[src/phc_queue.sv]
module phc_queue #(
  parameter int WIDTH = 8
) (
  input  logic             clk,
  input  logic             rst,
  input  logic             push,
  input  logic [WIDTH-1:0] wdata,
  input  logic             pop,
  output logic [WIDTH-1:0] rdata,
  output logic             full,
  output logic             empty
);

  logic [WIDTH-1:0] slot [2];
  logic [1:0]       wp;
  logic [1:0]       rp;

  assign full  = (wp[1] != rp[1]) && (wp[0] == rp[0]);
  assign empty = (wp == rp);
  assign rdata = slot[rp[0]];

  always_ff @(posedge clk) begin
    if (rst) begin
      wp <= 2'd0;
      rp <= 2'd0;
    end else begin
      if (push && !full) begin
        wp <= wp + 2'd1;
      end
      if (pop && !empty) begin
        rp <= rp + 2'd1;
      end
    end
  end

  always_ff @(posedge clk) begin
    if (push && !full) begin
      slot[wp[0]] <= wdata;
    end
  end

endmodule

[config.mk]
export PLATFORM = sky130hd
export DESIGN_NAME = phc_queue
export DESIGN_NICKNAME = d
export VERILOG_FILES = /design/src/phc_queue.sv
export SDC_FILE = /design/constraint.sdc
export NUM_CORES = 1
export LEC_CHECK = 0
export BUFFER_PORTS_ARGS = -buffer_cell sky130_fd_sc_hd__buf_2
export CORE_MARGIN = 2
export CORE_UTILIZATION = 39
export CTS_BUF_LIST = sky130_fd_sc_hd__clkbuf_4 sky130_fd_sc_hd__clkbuf_8
export CTS_CLUSTER_SIZE = 40
export DETAILED_ROUTE_END_ITERATION = 10
export SLEW_MARGIN = 30
export SYNTH_ARGS = -nofsm -noshare
export SYNTH_HDL_FRONTEND = slang
export SYNTH_SLANG_ARGS = --single-unit
[constraint.sdc]
create_clock -name clk -period 1.62 [get_ports clk]
set_input_delay 0.162 -clock clk [delete_from_list [all_inputs] [get_ports clk]]
set_output_delay 0.162 -clock clk [all_outputs]
set_load 0.01 [all_outputs]
**Yosys cells after proc, flatten, opt, wreduce, memory -nomap -nowiden**

Memories as Yosys holds them, arrays and structs flattened. A register that Yosys moved wholly into a read port is not among the register bits.
Cells that the tools add are included.

- Add/subtract/negate cells: 2
- $mul: 0
- Div/mod/pow operators: 0
- $lt $le $gt $ge: 0
- Equal/unequal tests: 3
- Shift-type cells: 0
- Muxes and demuxes: 4
- Bitwise gates (word level): 0
- Reductions and logical operators: 5

Operator list:

| cell | count |
|---|---|
| $add 2x1->2 const B | 2 |
| $mux 1 | 4 |
| $logic_and 1x1->1 | 3 |
| $eq 2x2->1 | 1 |
| $logic_not 1->1 | 2 |
| $eq 1x1->1 | 1 |
| $ne 1x1->1 | 1 |

- Flip-flop bits (word level): 4
- Bits in latches: 0
- Memory bits (writable): 16
- Bits in read-only memories: 0
- Input port bits: 12
- Output and inout port bits: 10
- Logic and storage cells: 17
- Memories: 1

Memories:

| memory | words | width | rd ports | clocked after Yosys merged registers in | write ports | RTL line | text |
|---|---|---|---|---|---|---|---|
| slot | 2 | 8 | 1 | 1 | 1 | 14 | `logic [WIDTH-1:0] slot [2];` |

**Longest topological paths before layout**

- Word-level depth: 6
- Mapped depth: 4
- Gate-level depth less buffers: 3

**Least setup slack after synthesis**

OpenSTA, ideal clock, no wires.

- Kind: register to register
- Start point: register wp[0]
- End point: memory slot[1][0], enable pin
- Setup time: 0.375 ns
- Arrival: 1.070 ns
- Data required time: 1.245 ns
- Slack: 0.174 ns
- Cell stages (with the launch flop): 4
- Buffers on the path: 1
- Clock period less this slack: 1.446 ns
- Cells stage by stage: dfxtp_1 -> clkbuf_1 -> nand2_1 -> a21oi_1

- Longest elaborated chain between the ends: 6

RTL lines:

| element | RTL line | text |
|---|---|---|
| start, declared | 15 | `logic [1:0] wp;` |
| start signal, assigned | 28 | `wp <= wp + 2'd1;` |
| $eq 1x1->1 | 18 | `assign full = (wp[1] != rp[1]) && (wp[0] == rp[0]);` |
| $logic_and 1x1->1 | 18 |  |
| $logic_not 1->1 | 37 | `if (push && !full) begin` |
| $logic_and 1x1->1 | 37 |  |
| $mux 1 | 37 |  |
| $mux 1 (not written as such) | 38 | `slot[wp[0]] <= wdata;` |
| end, declared | 14 |  |

Parallel ways exist; a longest one is shown, timed or not.

==> results.md <==
- Result of the run: finished, final reports clean
- Remaining Overflow, GRT: 0
- Utilization of the core after routing: 52.4%
- Mean routed wirelength per cell: 11.6 um
- Flip-flop and latch count after synthesis: 21
- Clock network latency to the later pin of the worst-skew pair: 290 ps
- Clock Tree Buf Depth: 2
- Adder-cell area share of the yosys netlist: 0%
- Post-synthesis sequential area ratio: 67.6%
- Fin cells: 113
- Routability Congestion: 0.788
- Global-route wire length before repair: 2100 um
- Vias in the first global route: 497
- Cell count after synthesis: 58
- Count of inserted antenna diode cells: 0
- TritonCTS clock tree: done
- Syn nets: 70
- Synthesized area divided by synthesized cell count: 14.8 um^2
- Combinational family with the most area after synthesis: multiplexers
- Count of buffers added by post-CTS timing repair for setup: 0
- GRT Util Overall: 11.3%
- Setup-violating endpoint count in the final report: 0
- Dpl cell area: 1030 um^2
- Peak per-stage delay on the critical path: 550 ps
- Number of clock sinks: 21
- Hold WS: 48.7 ps
- Met1 Use GR: 13.4%
- Area of the core region: 2020 um^2
- Area added between synthesis and finish: 23.5%
- Post-route clock skew: 1.31 ps
- Leakage power: 0.433 nW
- Worst ir drop on vdd: 504 uV
- Cell with the largest stage delay on the worst path: sky130_fd_sc_hd__dfxtp_1
- Met2 routing resource usage after global routing: 19.0%
- Number of cell rows: 16
- Time the final worst path needs with I/O delays and setup: 1520 ps
- Width of the chip: 50.9 um
- Unrepaired setup endpoints after global routing: false
- Die footprint: 2590 um^2
- Final worst-path cycle share: 93.8%
- Count of endpoints failing hold in the final timing report: 0
- Post-synthesis simple-gate area fraction: 6.12%
- Number of distinct library cells after synthesis: 18
- Number of DRC markers in iteration 0: 2
- Share of cells above drive strength 1: 47.7%
- Netlist area before placement: 858 um^2
- Via count: 532
- Placement-stage worst setup slack: 108 ps
- Tightest slew margin relative to the limit: 49.3%
- CTS H-tree lvls: 1
- Family with the most delay on the worst path: flip-flops
- Series of cell instances along the critical path: mux2_2 -> buf_2
- Met3 demand-to-capacity share in global routing: 2.63%
- Transition time of the tightest slew-check pin: 760 ps
- Pwr Total: 1.09 mW
- Number of placed instances, taps included: 109
- Layout Nets: 99
- Compound-cell area share of the yosys netlist: 7.58%
- Max-capacitance violation count: 0
- Startpoint of the most critical hold path: wdata[4]
- DRC errors left: 0
- Number of port buffers: 21
- Least setup slack across all paths after layout: 101 ps
- Master cell of the clock root buffer: sky130_fd_sc_hd__clkbuf_4
- Path class of the lowest-slack min-delay path: in -> reg
- Die Ht: 50.9 um
- Effective utilization at floorplan: 42.5%
- Arrival @ worst endpoint: 1360 ps
- Setup Total Neg Slack: 0 ps
- Setup CP Type: reg -> out
- Pins Over Slew Limit: 0
- Biggest fanout along the worst timing path: 8
- Antenna violations before repair: 0
- I/O pin count: 22
- Kind of launch point of the worst setup path: flip-flop
- Maximum number of pins on one net before global-route repair: 12
- Number of hold-repair buffers added at the cts stage: 0
- TritonCTS buffer count: 3
- Power per Cell Area: 1030 nW/um^2
- Area share of xor/xnor cells in the synthesized design: 3.94%
- Kind of end point of the critical path: output pin
- Detailed Routing Iterations Pass 1: 4
- Final WL: 1310 um
- Mux cell area share after synthesis: 12.8%
- Endpoint required time on the critical path: 1460 ps
- Count of buffering cells on the critical path with inverters included: 1
- Post-route ant nets: 0
- Synth warn: 0
- Layout Cell Area excl Fill: 1060 um^2
- Number of cells upsized or downsized after cts: 0
- Clock-pin slew reported for the worst setup and hold paths after clock tree synthesis: 110 ps
- Launch point of the worst reg-to-reg path: rp[1]
- Routed via count divided by cell count: 4.71
- GRT Max-Usage Layer: met2
- Peak Freq: 658 MHz
## final cells by class
cell class	count	area, um^2
multi-input combinational	33	262
tap	27	33.8
timing repair buffer	27	150
clock buffer	4	30.0
sequential	21	581
fill	187	962
inverter	1	3.75
## path summary, 6_finish.rpt
| check | depth (start not counted) | slack, ps | endpoint |
|---|---|---|---|
| setup / recovery | 2 | 100 | rdata[5] |
| setup reg to reg | 2 | 140 | slot[1][1] |
| hold reg to reg | 3 | 640 | rp[1] |
| hold / removal | 1 | 50 | slot[1][4] |
## routing by layer
| metal | vias to the layer above | wire length, um | part of all wire (%) |
|---|---|---|---|
| met5 | - | 0 | 0 |
| met4 | 0 | 21 | 1.6 |
| met3 | 2 | 61 | 4.7 |
| met2 | 14 | 626 | 48 |
| met1 | 241 | 600 | 46 |
| li1 | 275 | - | - |
## state kept, by name, indices dropped and copies added (netlist names), named ones only
name / cells
slot: 16
rp: 2
wp: 2
## kinds of logic (layout without fill, tap and decap cells)
group                     Yosys count  count (layout)
AOI/OAI and AO/OA                   8               8
xor gates and xnor gates            3               3
buffers and inverters               4              32
DFF                                21              21
muxes                              10              10
and+or+nand+nor                    12              12
## Yosys cell counts
cell,number,area share [%]
sky130_fd_sc_hd__edfxtp_1,16,56
sky130_fd_sc_hd__mux2i_1,2,2.3
sky130_fd_sc_hd__a311oi_2,1,1.7
sky130_fd_sc_hd__mux2_2,8,10
sky130_fd_sc_hd__nand4_1,1,0.73
sky130_fd_sc_hd__nand4b_1,1,1.0
sky130_fd_sc_hd__buf_2,1,0.58
sky130_fd_sc_hd__clkbuf_1,2,0.87
sky130_fd_sc_hd__nor2_1,6,2.6
sky130_fd_sc_hd__a21oi_1,3,1.7
sky130_fd_sc_hd__o21bai_1,1,0.87
sky130_fd_sc_hd__xor2_1,2,2.0
sky130_fd_sc_hd__a311oi_1,2,2.0
sky130_fd_sc_hd__o211a_1,1,1.2
sky130_fd_sc_hd__dfxtp_1,5,12
sky130_fd_sc_hd__nand2_1,4,1.7
sky130_fd_sc_hd__xnor2_2,1,1.9
sky130_fd_sc_hd__inv_1,1,0.44
## power by group
group / switching (mW) / leakage (nW) / internal (mW)
Clock: 0.144 / 0.0184 / 0.113
Sequential: 0.0161 / 0.191 / 0.623
Combinational: 0.101 / 0.224 / 0.0964
## layout by cell type (no fill, tap or decap)
master	instances
sky130_fd_sc_hd__nand4_1	1
sky130_fd_sc_hd__a21oi_1	3
sky130_fd_sc_hd__nor2_1	6
sky130_fd_sc_hd__dfxtp_1	5
sky130_fd_sc_hd__a311oi_2	1
sky130_fd_sc_hd__edfxtp_1	16
sky130_fd_sc_hd__clkbuf_4	4
sky130_fd_sc_hd__mux2_2	8
sky130_fd_sc_hd__mux2i_1	2
sky130_fd_sc_hd__xor2_1	2
sky130_fd_sc_hd__buf_4	6
sky130_fd_sc_hd__nand2_1	4
sky130_fd_sc_hd__o211a_1	1
sky130_fd_sc_hd__xnor2_2	1
sky130_fd_sc_hd__inv_1	1
sky130_fd_sc_hd__a311oi_1	2
sky130_fd_sc_hd__buf_2	21
sky130_fd_sc_hd__o21bai_1	1
sky130_fd_sc_hd__nand4b_1	1
Note: power is estimated with default switching activity, not from simulation.
