[config.mk]
export PLATFORM = sky130hd
export DESIGN_NAME = phc_front
export DESIGN_NICKNAME = d
export VERILOG_FILES = /design/src/phc_pkg.sv /design/src/phc_front.sv
export SDC_FILE = /design/constraint.sdc
export NUM_CORES = 1
export LEC_CHECK = 0
export ABC_AREA = 1
export BUFFER_PORTS_ARGS = -buffer_cell sky130_fd_sc_hd__buf_4
export CAP_MARGIN = 5
export CORE_UTILIZATION = 33
export DETAILED_ROUTE_END_ITERATION = 12
export MAX_ROUTING_LAYER = met4
export PLACE_DENSITY = 0.78
export SETUP_SLACK_MARGIN = 0.02
export SLEW_MARGIN = 20
export SYNTH_ARGS = -nofsm -noshare
export SYNTH_HDL_FRONTEND = slang
export SYNTH_SLANG_ARGS = --single-unit
[constraint.sdc]
create_clock -name clk -period 1.8 [get_ports clk]
set_input_delay 0.09 -clock clk [delete_from_list [all_inputs] [get_ports clk]]
set_output_delay 0.09 -clock clk [all_outputs]
set_load 0.02 [all_outputs]
[src/phc_pkg.sv]
package phc_pkg;

  localparam int CORDIC_ITERS = 16;
  localparam logic signed [33:0] CORDIC_GAIN_INV = 34'sd652032875;

  // configuration register indexes
  typedef enum logic [2:0] {
    REG_ENABLE   = 3'd0,
    REG_WEIGHT   = 3'd1,
    REG_EXPONENT = 3'd2,
    REG_STRIDE   = 3'd3,
    REG_PENALTY  = 3'd4
  } phc_reg_t;

  // classified item as it travels from front to back
  typedef struct packed {
    logic        is_sample;
    logic        store_ok;
    logic        scored;
    logic        invalid;
    logic        last;
    logic [15:0] heading;
    logic [31:0] pos_x;
    logic [31:0] pos_y;
  } phc_item_t;

  typedef enum logic [3:0] {
    B_IDLE, B_DISP, B_SCAN, B_RD_B, B_RD_E, B_SEG, B_NORM, B_VEC,
    B_CINIT, B_COS, B_ACC, B_TAIL, B_DIV, B_WEIGHT, B_POW, B_EMIT
  } phc_state_t;

  // cordic angle table in 16-bit turns
  function automatic logic [15:0] phc_angle(input logic [3:0] i);
    logic [15:0] a;
    case (i)
      4'd0:  a = 16'd8192;
      4'd1:  a = 16'd4836;
      4'd2:  a = 16'd2555;
      4'd3:  a = 16'd1297;
      4'd4:  a = 16'd651;
      4'd5:  a = 16'd326;
      4'd6:  a = 16'd163;
      4'd7:  a = 16'd81;
      4'd8:  a = 16'd41;
      4'd9:  a = 16'd20;
      4'd10: a = 16'd10;
      4'd11: a = 16'd5;
      4'd12: a = 16'd3;
      4'd13: a = 16'd1;
      4'd14: a = 16'd1;
      default: a = 16'd0;
    endcase
    return a;
  endfunction

endpackage

[src/phc_front.sv]
module phc_front #(
  parameter int MAX_PATH_POINTS = 256,
  localparam int CW = $clog2(MAX_PATH_POINTS + 1)
) (
  input  logic                clk,
  input  logic                rst,
  input  logic                start,
  input  logic                q_full,
  input  logic                action,
  input  logic                first_point,
  input  logic signed [31:0]  pos_x,
  input  logic signed [31:0]  pos_y,
  input  logic [15:0]         heading,
  input  logic                sample_invalid,
  input  logic                last_sample,
  input  logic                enable,
  input  logic [7:0]          sample_stride,
  output logic                push,
  output phc_pkg::phc_item_t  item,
  output logic [CW-1:0]       item_cnt
);
  import phc_pkg::*;

  logic [CW-1:0] path_count;
  logic [7:0]    step_phase;
  logic [CW-1:0] cnt_base;
  logic          store_ok;
  logic [8:0]    stride_eff;
  logic [8:0]    phase_inc;

  assign push       = start && !q_full;
  assign cnt_base   = first_point ? '0 : path_count;
  assign store_ok   = cnt_base < CW'(MAX_PATH_POINTS);
  assign stride_eff = (sample_stride == 8'd0) ? 9'd1 : {1'b0, sample_stride};
  assign phase_inc  = {1'b0, step_phase} + 9'd1;

  always_comb begin
    item.is_sample = action;
    item.store_ok  = store_ok;
    item.scored    = enable && (path_count >= CW'(2)) && (step_phase == 8'd0);
    item.invalid   = sample_invalid;
    item.last      = last_sample;
    item.heading   = heading;
    item.pos_x     = pos_x;
    item.pos_y     = pos_y;
    item_cnt       = action ? path_count : cnt_base;
  end

  always_ff @(posedge clk) begin
    if (rst) begin
      path_count <= '0;
      step_phase <= 8'd0;
    end else if (push) begin
      if (!action) begin
        path_count <= store_ok ? cnt_base + CW'(1) : cnt_base;
      end else if (last_sample || phase_inc >= stride_eff) begin
        step_phase <= 8'd0;
      end else begin
        step_phase <= phase_inc[7:0];
      end
    end
  end

endmodule

Word-level counts from Yosys, hierarchy flattened
Cells that the tools add are included.
{ "word_totals": {"ramBits": 0, "input_bits": 97, "latch_bits": 0, "ff_bits": 17, "mem_count": 0, "romBits": 0} }
{ "classes": {"magnitude_cmp": 3, "n_addsub": 2, "muxes": 5, "n_reduce_logical": 9, "n_mul": 0, "bitwise_logic": 1, "shifts": 0, "eq_ne": 0, "n_div": 0} }
{ "op_table": {"columns": ["cell", "n"], "rows": [
  ["$mux 9", 3],
  ["$logic_not 8->1", 2],
  ["$mux 8", 2],
  ["$add 8x1->9 const B", 1],
  ["$add 9x1->9 const B", 1],
  ["$ge 9x2->1 const B", 1],
  ["$ge 9x8->1", 1],
  ["$lt 9x9->1 const B", 1],
  ["$reduce_and 2->1", 2],
  ["$logic_and 1x1->1", 3],
  ["$logic_not 1->1", 1],
  ["$logic_or 1x1->1", 1],
  ["$not 1->1", 1]
]} }

Longest topological paths before layout
Gate-level depths: netlist of run 1.
{ "depth": {"ltp_word": 5, "ltp_mapped": 13, "depth_no_buf": 13} }

Least setup slack after synthesis of run 1
No wires, ideal clock.
{ "synth_timing": {"path_kind": "register -> register", "startpoint": "reg step_phase[0]", "endpoint": "reg step_phase[7]", "n_path_buf": 0, "stages_incl_launch_ff": 14, "path_slack_ps": -75, "setup_time_ps": 66, "required_time_ps": 1734, "arrival_ps": 1809, "period_less_slack_ps": 1875, "path_cell_list": "dfxtp_1 -> ha_1 -> nand3_2 -> xnor2_1 -> ha_1 -> nand2_1 -> inv_1 -> nand2_1 -> nand3_1 -> nand2_1 -> nand2_1 -> nand2_2 -> nand3_1 -> a21oi_2"} }
{ "synth_via": {"elab_chain_cells": 4} }
{ "synth_rtl": {"columns": ["item", "line_no", "source"], "rows": [
  ["start: declaration", "phc_front.sv:25", "logic [7:0] step_phase;"],
  ["start signal: assignment", "phc_front.sv:59", "step_phase <= phase_inc[7:0];"],
  ["$add 8x1->9 (*)", "phc_front.sv:35", "assign phase_inc = {1'b0, step_phase} + 9'd1;"],
  ["$ge 9x8->1", "phc_front.sv:56", "end else if (last_sample || phase_inc >= stride_eff) begin"],
  ["$logic_or 1x1->1", "phc_front.sv:56", null],
  ["$mux 8 (*)", "phc_front.sv:56", null]
]} }
Every way passes the cells marked *; elsewhere a longest branch is shown, timed or not.
A chain may end at the register's enable or synchronous reset.

Worst setup path after layout of run 1
{ "layout_timing": {"startpoint": "reg step_phase[0]", "endpoint": "reg step_phase[4]"} }
The elaborated chain is that of the path after synthesis.

==> summary.txt, run 1 <==
Outcome
  • Status: finished with violations
  • Failing checks: setup timing

Drt
  • Via Count: 1499
  • DRT iter0 DRCs: 68
  • DR pass1 iterations: 4
  • Total wire length: around 4.2 mm
  • DRC viols: 0
  • Vias/cell: 4.87
  • ANT nets after route: 0
  • DR WL/cell: 13.5 um

Timing
  • Tmin final: 1970 ps
  • Clock Skews: 3.46 ps
  • Worst-Margin Slew: approximately 650 ps
  • Endpoints failing hold: 0
  • Unrepaired setup endpoints after global routing: true
  • Setup TNS: -1000 ps
  • Hold WS: 46.1 ps
  • Fmax: 508 MHz
  • Relative slew slack: 0.567
  • Final max-slew violation count: 0
  • Tcrit/Tclk final: 1.09
  • Final worst setup slack: -167 ps
  • Setup Viol. Count Final: 8

Logic synthesis
  • Synth Register Bits: 17
  • Sequential cell area fraction in the yosys report: 0.174
  • Compound-Gate Fraction of Synth Area: 0.103
  • Mux share of post-synthesis cell area: 0
  • Synth Area in Adders: 0.0705
  • Synth Net Count: 384
  • Yosys cell types: 33
  • Synth Warn #: 0
  • XOR/XNOR Fraction of Synth Area: 0.0429
  • Largest family of logic cells by synthesized area: buffers and inverters
  • Simple-gate share of the synthesized area: 0.210
  • Synth Cell Area: approximately 2000 sq um
  • Cell count after synthesis: 276
  • Post-Syn Area per Cell: ~7 sq um

Placement
  • Final GP Congestion: 0.899
  • Cell Area, Placed: 1720 sq um
  • Port Buffers: 29
  • Placed Cells: slightly above 300
  • Dpl hpwl: 3.14 mm
  • Pre-CTS worst setup slack: -178 ps

Floorplan
  • I/O pins: 192
  • Die width: just under 80 um
  • Row cnt: 27
  • Core area: about 5600 sq um
  • Die H: 78.9 um
  • Die area: 6230 sq um
  • Initial Util: 0.348

Clock tree
  • CTS tree: done
  • Hold-fix buffers, CTS: 0
  • CTS H-tree depth: 1
  • Sink Count: 17
  • Num CTS Buffers: 3
  • Clk Tree Root Cell: clkbuf_8
  • Buffer depth of the longest clock path: 2
  • Clock latency at the later pin of the worst-skew pair: 250 ps
  • Clk slew on worst S/H paths: 70 ps

Worst setup path
  • Crit. End Element: flop
  • Slowest stage delay, CP: 390 ps
  • CP Launch Type: flop
  • Cell Chain, Critical Path: ha_4, nand3_4, nor2_4, xor2_2, ha_1, a21oi_2, nand2_2, nand2_4, nand3_2, a21oi_2
  • Worst path most repeated cell: a21oi_2
  • Setup CP Type: flop to flop
  • Critical Path AT: 2150 ps
  • WP buf/inv: 0
  • CP max-delay cell: dfxtp_4
  • Data required time at the worst endpoint: 1980 ps
  • CP delay by family, top: simple AND/OR/NAND/NOR gates
  • Reg-to-reg setup timing slack: -170 ps
  • Crit path max fanout: 8

Power
  • Tot Pwr: 0.919 mW
  • Max IR drop VDD: 0.246 mV
  • Power Dens Cells: approximately 480 nW/um^2
  • Leak: about 0.87 nW

Global routing
  • Gr usage total: 0.136
  • Initial antenna violation count: 0
  • GR Overflow Total: 0
  • Vias in the first global route: 1467
  • First-pass GRT wire length: 6.51 mm
  • Largest net degree at the start of global routing: 15

Cells and area
  • Fin cells: 308
  • Share of cells above drive strength 1: 0.373
  • Layout Utilization: 0.340
  • Area growth, synth to finish: -2.44%
  • Antenna diodes: 0
  • Post-route cell area: 1900 sq um
  • Nets@finish: roughly 350

Job
  • Max-cap viol count: 0

Min path
  • Worst min path class: primary input to flop
==> cell usage after synthesis <==
library cell / number / area, sq um
a21oi_2: 1 / 8.76
ha_1: 11 / 138
nor2_2: 2 / 12.5
nor3_1: 2 / 10.0
nor2_4: 2 / 22.5
nor4_1: 4 / 25.0
nor2_1: 25 / 93.8
buf_4: 84 / 631
a31oi_4: 1 / 21.3
clkbuf_1: 1 / 3.75
a31oi_1: 1 / 6.26
nor3b_1: 1 / 7.51
o21a_1: 1 / 7.51
o211ai_1: 1 / 7.51
nand2_1: 25 / 93.8
nand3_2: 3 / 30.0
xor2_2: 1 / 16.3
or2_1: 1 / 6.26
a41o_1: 1 / 10.0
a21oi_1: 16 / 80.1
xnor2_1: 1 / 8.76
o21ai_1: 4 / 20.0
nor3_2: 1 / 10.0
xor2_1: 3 / 26.3
o21ai_0: 8 / 40.0
inv_1: 32 / 120
dfxtp_1: 17 / 340
nand3_1: 11 / 55.1
buf_2: 1 / 5.00
inv_2: 5 / 18.8
nand2_2: 2 / 12.5
nand4_1: 5 / 31.3
xnor2_2: 2 / 32.5
==> worst register-to-register path, cell delays in order, from the launching register on <==
cell	delay, ps
dfxtp_4	390
ha_4	170
nand3_4	120
nor2_4	130
xor2_2	160
ha_1	270
a21oi_2	190
nand2_2	90
nand2_4	120
nand3_2	110
a21oi_2	150
==> what timing repair did <==
| action | in CTS | in global routing |
|---|---|---|
| setup buffers | 2 | 0 |
| pin swaps | 10 | 3 |
| gates resized for setup | 18 | 7 |
| endpoints found under the setup margin | 8 | 8 |
| hold endpoints to repair | 0 | 0 |
==> area by class of cell <==
class / instances / area [sq um]
sequential: 17 / 350
inverter: 37 / 139
clock buffer: 3 / 41.3
timing repair buffer: 42 / 315
fill: 603 / 3700
tap: 72 / 90.1
multi-input combinational: 136 / 963
clock inverter: 1 / 5.00
==> power by group <==
| part | total (mW) | internal (mW) | switching [mW] | leakage, nW |
|---|---|---|---|---|
| Sequential | 0.402 | 0.388 | 0.0146 | 0.141 |
| Clock | 0.292 | 0.154 | 0.138 | 0.0255 |
| Combinational | 0.225 | 0.0995 | 0.125 | 0.704 |
==> state kept, by name, summed over array words and instances (netlist names) <==
signal and count:
step_phase 8, path_count 9
==> layer usage <==
metal	global-route usage	routed length, um	part of all wire
met5	-	0	0
met4	0.0945	204	0.049
met3	0.0287	311	0.075
met2	0.241	2160	0.52
met1	0.132	1480	0.36
==> cells in the final DEF, fill, tap and decap left out, drive strengths merged <==
cell type / count
a21oi: 17
a31oi: 2
a41o: 1
buf: 42
clkbuf: 3
clkinv: 1
dfxtp: 17
ha: 11
inv: 37
nand2: 27
nand3: 14
nand4: 5
nor2: 29
nor3: 3
nor3b: 1
nor4: 4
o211ai: 1
o21a: 1
o21ai: 12
or2: 1
xnor2: 3
xor2: 4
==> worst paths after layout <==
path | from | end | depth (start not counted)
max | step_phase[0] | step_phase[4] | 10
max reg2reg | step_phase[0] | step_phase[4] | 10
min reg2reg | path_count[1] | path_count[1] | 2
min | rst | step_phase[0] | 2
==> logic make-up (layout without fill, tap and decap cells) <==
kind of cell	after synthesis	after routing
xor+xnor	7	7
compound gates	34	34
fa+ha+maj	11	11
flops	17	17
buf+inv	123	83
simple gates	84	84
No activity file was read; power rests on OpenSTA's default activity.
==> inputs of run 2 (changes only) <==
Settings changed: CORE_MARGIN set to 2, PLACE_DENSITY 0.78 to not set, PLACE_DENSITY_LB_ADDON set to 0.1.
==> summary.txt, run 2 (synthesis results as in run 1) <==
Worst setup path
  • Critical Path AT: 2020 ps (-130 ps)
  • Crit path max fanout: 8 (unchanged)
  • Data required time at the worst endpoint: 1930 ps (-50 ps)
  • Setup CP Type: flop to flop
  • Crit. End Element: flop
  • CP Launch Type: flop

Timing
  • Tcrit/Tclk final: 1.05 (-0.0427)
  • Hold WS: 67.7 ps (+21.5 ps)
  • Tmin final: 1890 ps (-76.8 ps)
  • Worst-Margin Slew: 411 ps (-235 ps)
  • Endpoints failing hold: 0 (unchanged)
  • Unrepaired setup endpoints after global routing: true
  • Relative slew slack: 0.726 (+0.158)
  • Fmax: 529 MHz (+4.1%)
  • Setup Viol. Count Final: 8 (unchanged)
  • Final worst setup slack: -89.8 ps (+76.8 ps)
  • Final max-slew violation count: 0 (unchanged)
  • Clock Skews: 1.02 ps (-2.44 ps)

Min path
  • Worst min path class: primary input to flop

Cells and area
  • Most frequent cells in the layout: buf_4, inv_1, nor2_1
  • Biggest regs: path_count (9), step_phase (8)
  • Area growth, synth to finish: -1.22%
  • Layout Utilization: 0.332 (-0.00804)
  • Post-route cell area: 1930 sq um (+1.2%)
  • Filler instances: 677 (+12%)
  • Share of cells above drive strength 1: 0.350 (-0.0231)
  • Nets@finish: 352 (+2.0%)
  • Reg with most FFs: path_count
  • Multi-input gate area: 916 sq um (-4.9%)
  • Largest register FFs: 9 (unchanged)
  • Antenna diodes: 0 (unchanged)
  • Commonest non-fill, non-tap cell in the layout: buf_4
  • Fin cells: 318 (+3.2%)
  • Storage element area: 350 sq um (unchanged)

Power
  • Max IR drop VDD: 0.212 mV (-14%)
  • Tot Pwr: 0.914 mW (-0.47%)
  • Leak: 0.909 nW (+4.6%)
  • Power Dens Cells: 474 nW/um^2 (-1.7%)

Drt
  • Via Count: 1427 (-4.8%)
  • DRT iter0 DRCs: 72 (+5.9%)
  • Total wire length: 4.64 mm (+12%)
  • Vias/cell: 4.49 (-7.8%)
  • ANT nets after route: 0 (unchanged)
  • DRC viols: 0 (unchanged)
  • DR WL/cell: 14.6 um (+8.2%)
  • DR pass1 iterations: 4 (unchanged)

Clock tree
  • CTS H-tree depth: 1 (unchanged)
  • CTS tree: done
  • Hold-fix buffers, CTS: 0 (unchanged)
  • Clk slew on worst S/H paths: 70 ps (about the same)
  • Clock latency at the later pin of the worst-skew pair: 250 ps (about the same)
  • Num CTS Buffers: 3 (unchanged)
  • Buffer depth of the longest clock path: 2 (unchanged)
  • Setup Fix Bufs, Post-CTS: 0 (-2)
  • Sink Count: 17 (unchanged)
  • Clk Tree Root Cell: clkbuf_8

Placement
  • Placed Cells: 314 (+4.0%)
  • Final GP Congestion: 0.824 (-8.4%)
  • Cell Area, Placed: 1800 sq um (+4.9%)
  • Port Buffers: 29 (unchanged)
  • Dpl hpwl: 3.75 mm (+19%)

Floorplan
  • Initial Util: 0.336 (-0.0124)
  • Die H: 80.9 um (+2.5%)
  • Core area: 5820 sq um (+3.7%)
  • I/O pins: 192 (unchanged)
  • Die width: 80.9 um (+2.5%)
  • Die area: 6550 sq um (+5.1%)
  • Row cnt: 28 (+3.7%)

Global routing
  • Initial antenna violation count: 0 (unchanged)
  • Gr usage total: 0.148 (+0.0126)
  • Vias in the first global route: 1419 (-3.3%)
  • GR Overflow Total: 0 (unchanged)
  • Largest net degree at the start of global routing: 15 (unchanged)
  • First-pass GRT wire length: 7.29 mm (+12%)

Outcome
  • Status: finished with violations
  • Failing checks: setup timing

Job
  • Max-cap viol count: 0 (unchanged)
[run 2: cell types whose count changed in the layout (fill, tap and decap cells not counted), sizes merged]
cell,before,now
buf,42,49
clkinv,1,0
clkbuf,3,4
[run 2: worst paths after layout]
| kind | to | from | cells past startpoint | slack, ps |
|---|---|---|---|---|
| worst min register to register | path_count[0] | path_count[0] | 2 | 510 |
| worst min-delay path | step_phase[0] | rst | 2 | 70 |
| worst max register to register | step_phase[6] | step_phase[0] | 13 | -90 |
| worst max-delay path | step_phase[6] | step_phase[0] | 13 | -90 |
[run 2: stage by stage]
stage,setup TNS [ps],worst slack [ps]
finish,-662,-89.8
detailed placement,-1220,-163
global placement,-1150,-150
CTS,-606,-83.5
floorplan,0,21.8
global route,-1900,-244
[run 2: worst max-delay path, stage by stage, from the launching register on]
cell     delay (ps)
dfxtp_4         390
ha_4            150
nand3_4         100
xnor2_2         150
ha_1            300
nand2_1          60
nor2_1          100
nand2_1          60
nand3_1          70
nand2_1          70
nand2_2          80
nand2_4         100
nand3_1          90
a21oi_1          60
[run 2: where the power goes]
group          switching [mW]  internal [mW]  total, mW
logic                   0.121          0.104      0.225
clock network           0.131          0.157      0.288
registers              0.0130          0.388      0.401
[run 2: cell type report]
class | instances | share of cell area
multi-input combinational | 136 | 0.475
timing repair buffer | 49 | 0.199
sequential | 17 | 0.182
inverter | 37 | 0.0720
tap | 75 | 0.0487
clock buffer | 4 | 0.0234
[run 2: layer usage]
layer / GRT usage / vias up / share of wire
met2: 0.231 / 54 / 0.44
met3: 0.0400 / 34 / 0.092
met5: - / - / 0
met1: 0.177 / 611 / 0.42
met4: 0.0712 / 0 / 0.044
li1: - / 728 / -
[run 2: repair_timing]
| action | in CTS | in global routing |
|---|---|---|
| pin swaps | 2 | 6 |
| endpoints found under the setup margin | 8 | 8 |
| gates cloned | 0 | 0 |
| resized for setup | 11 | 5 |
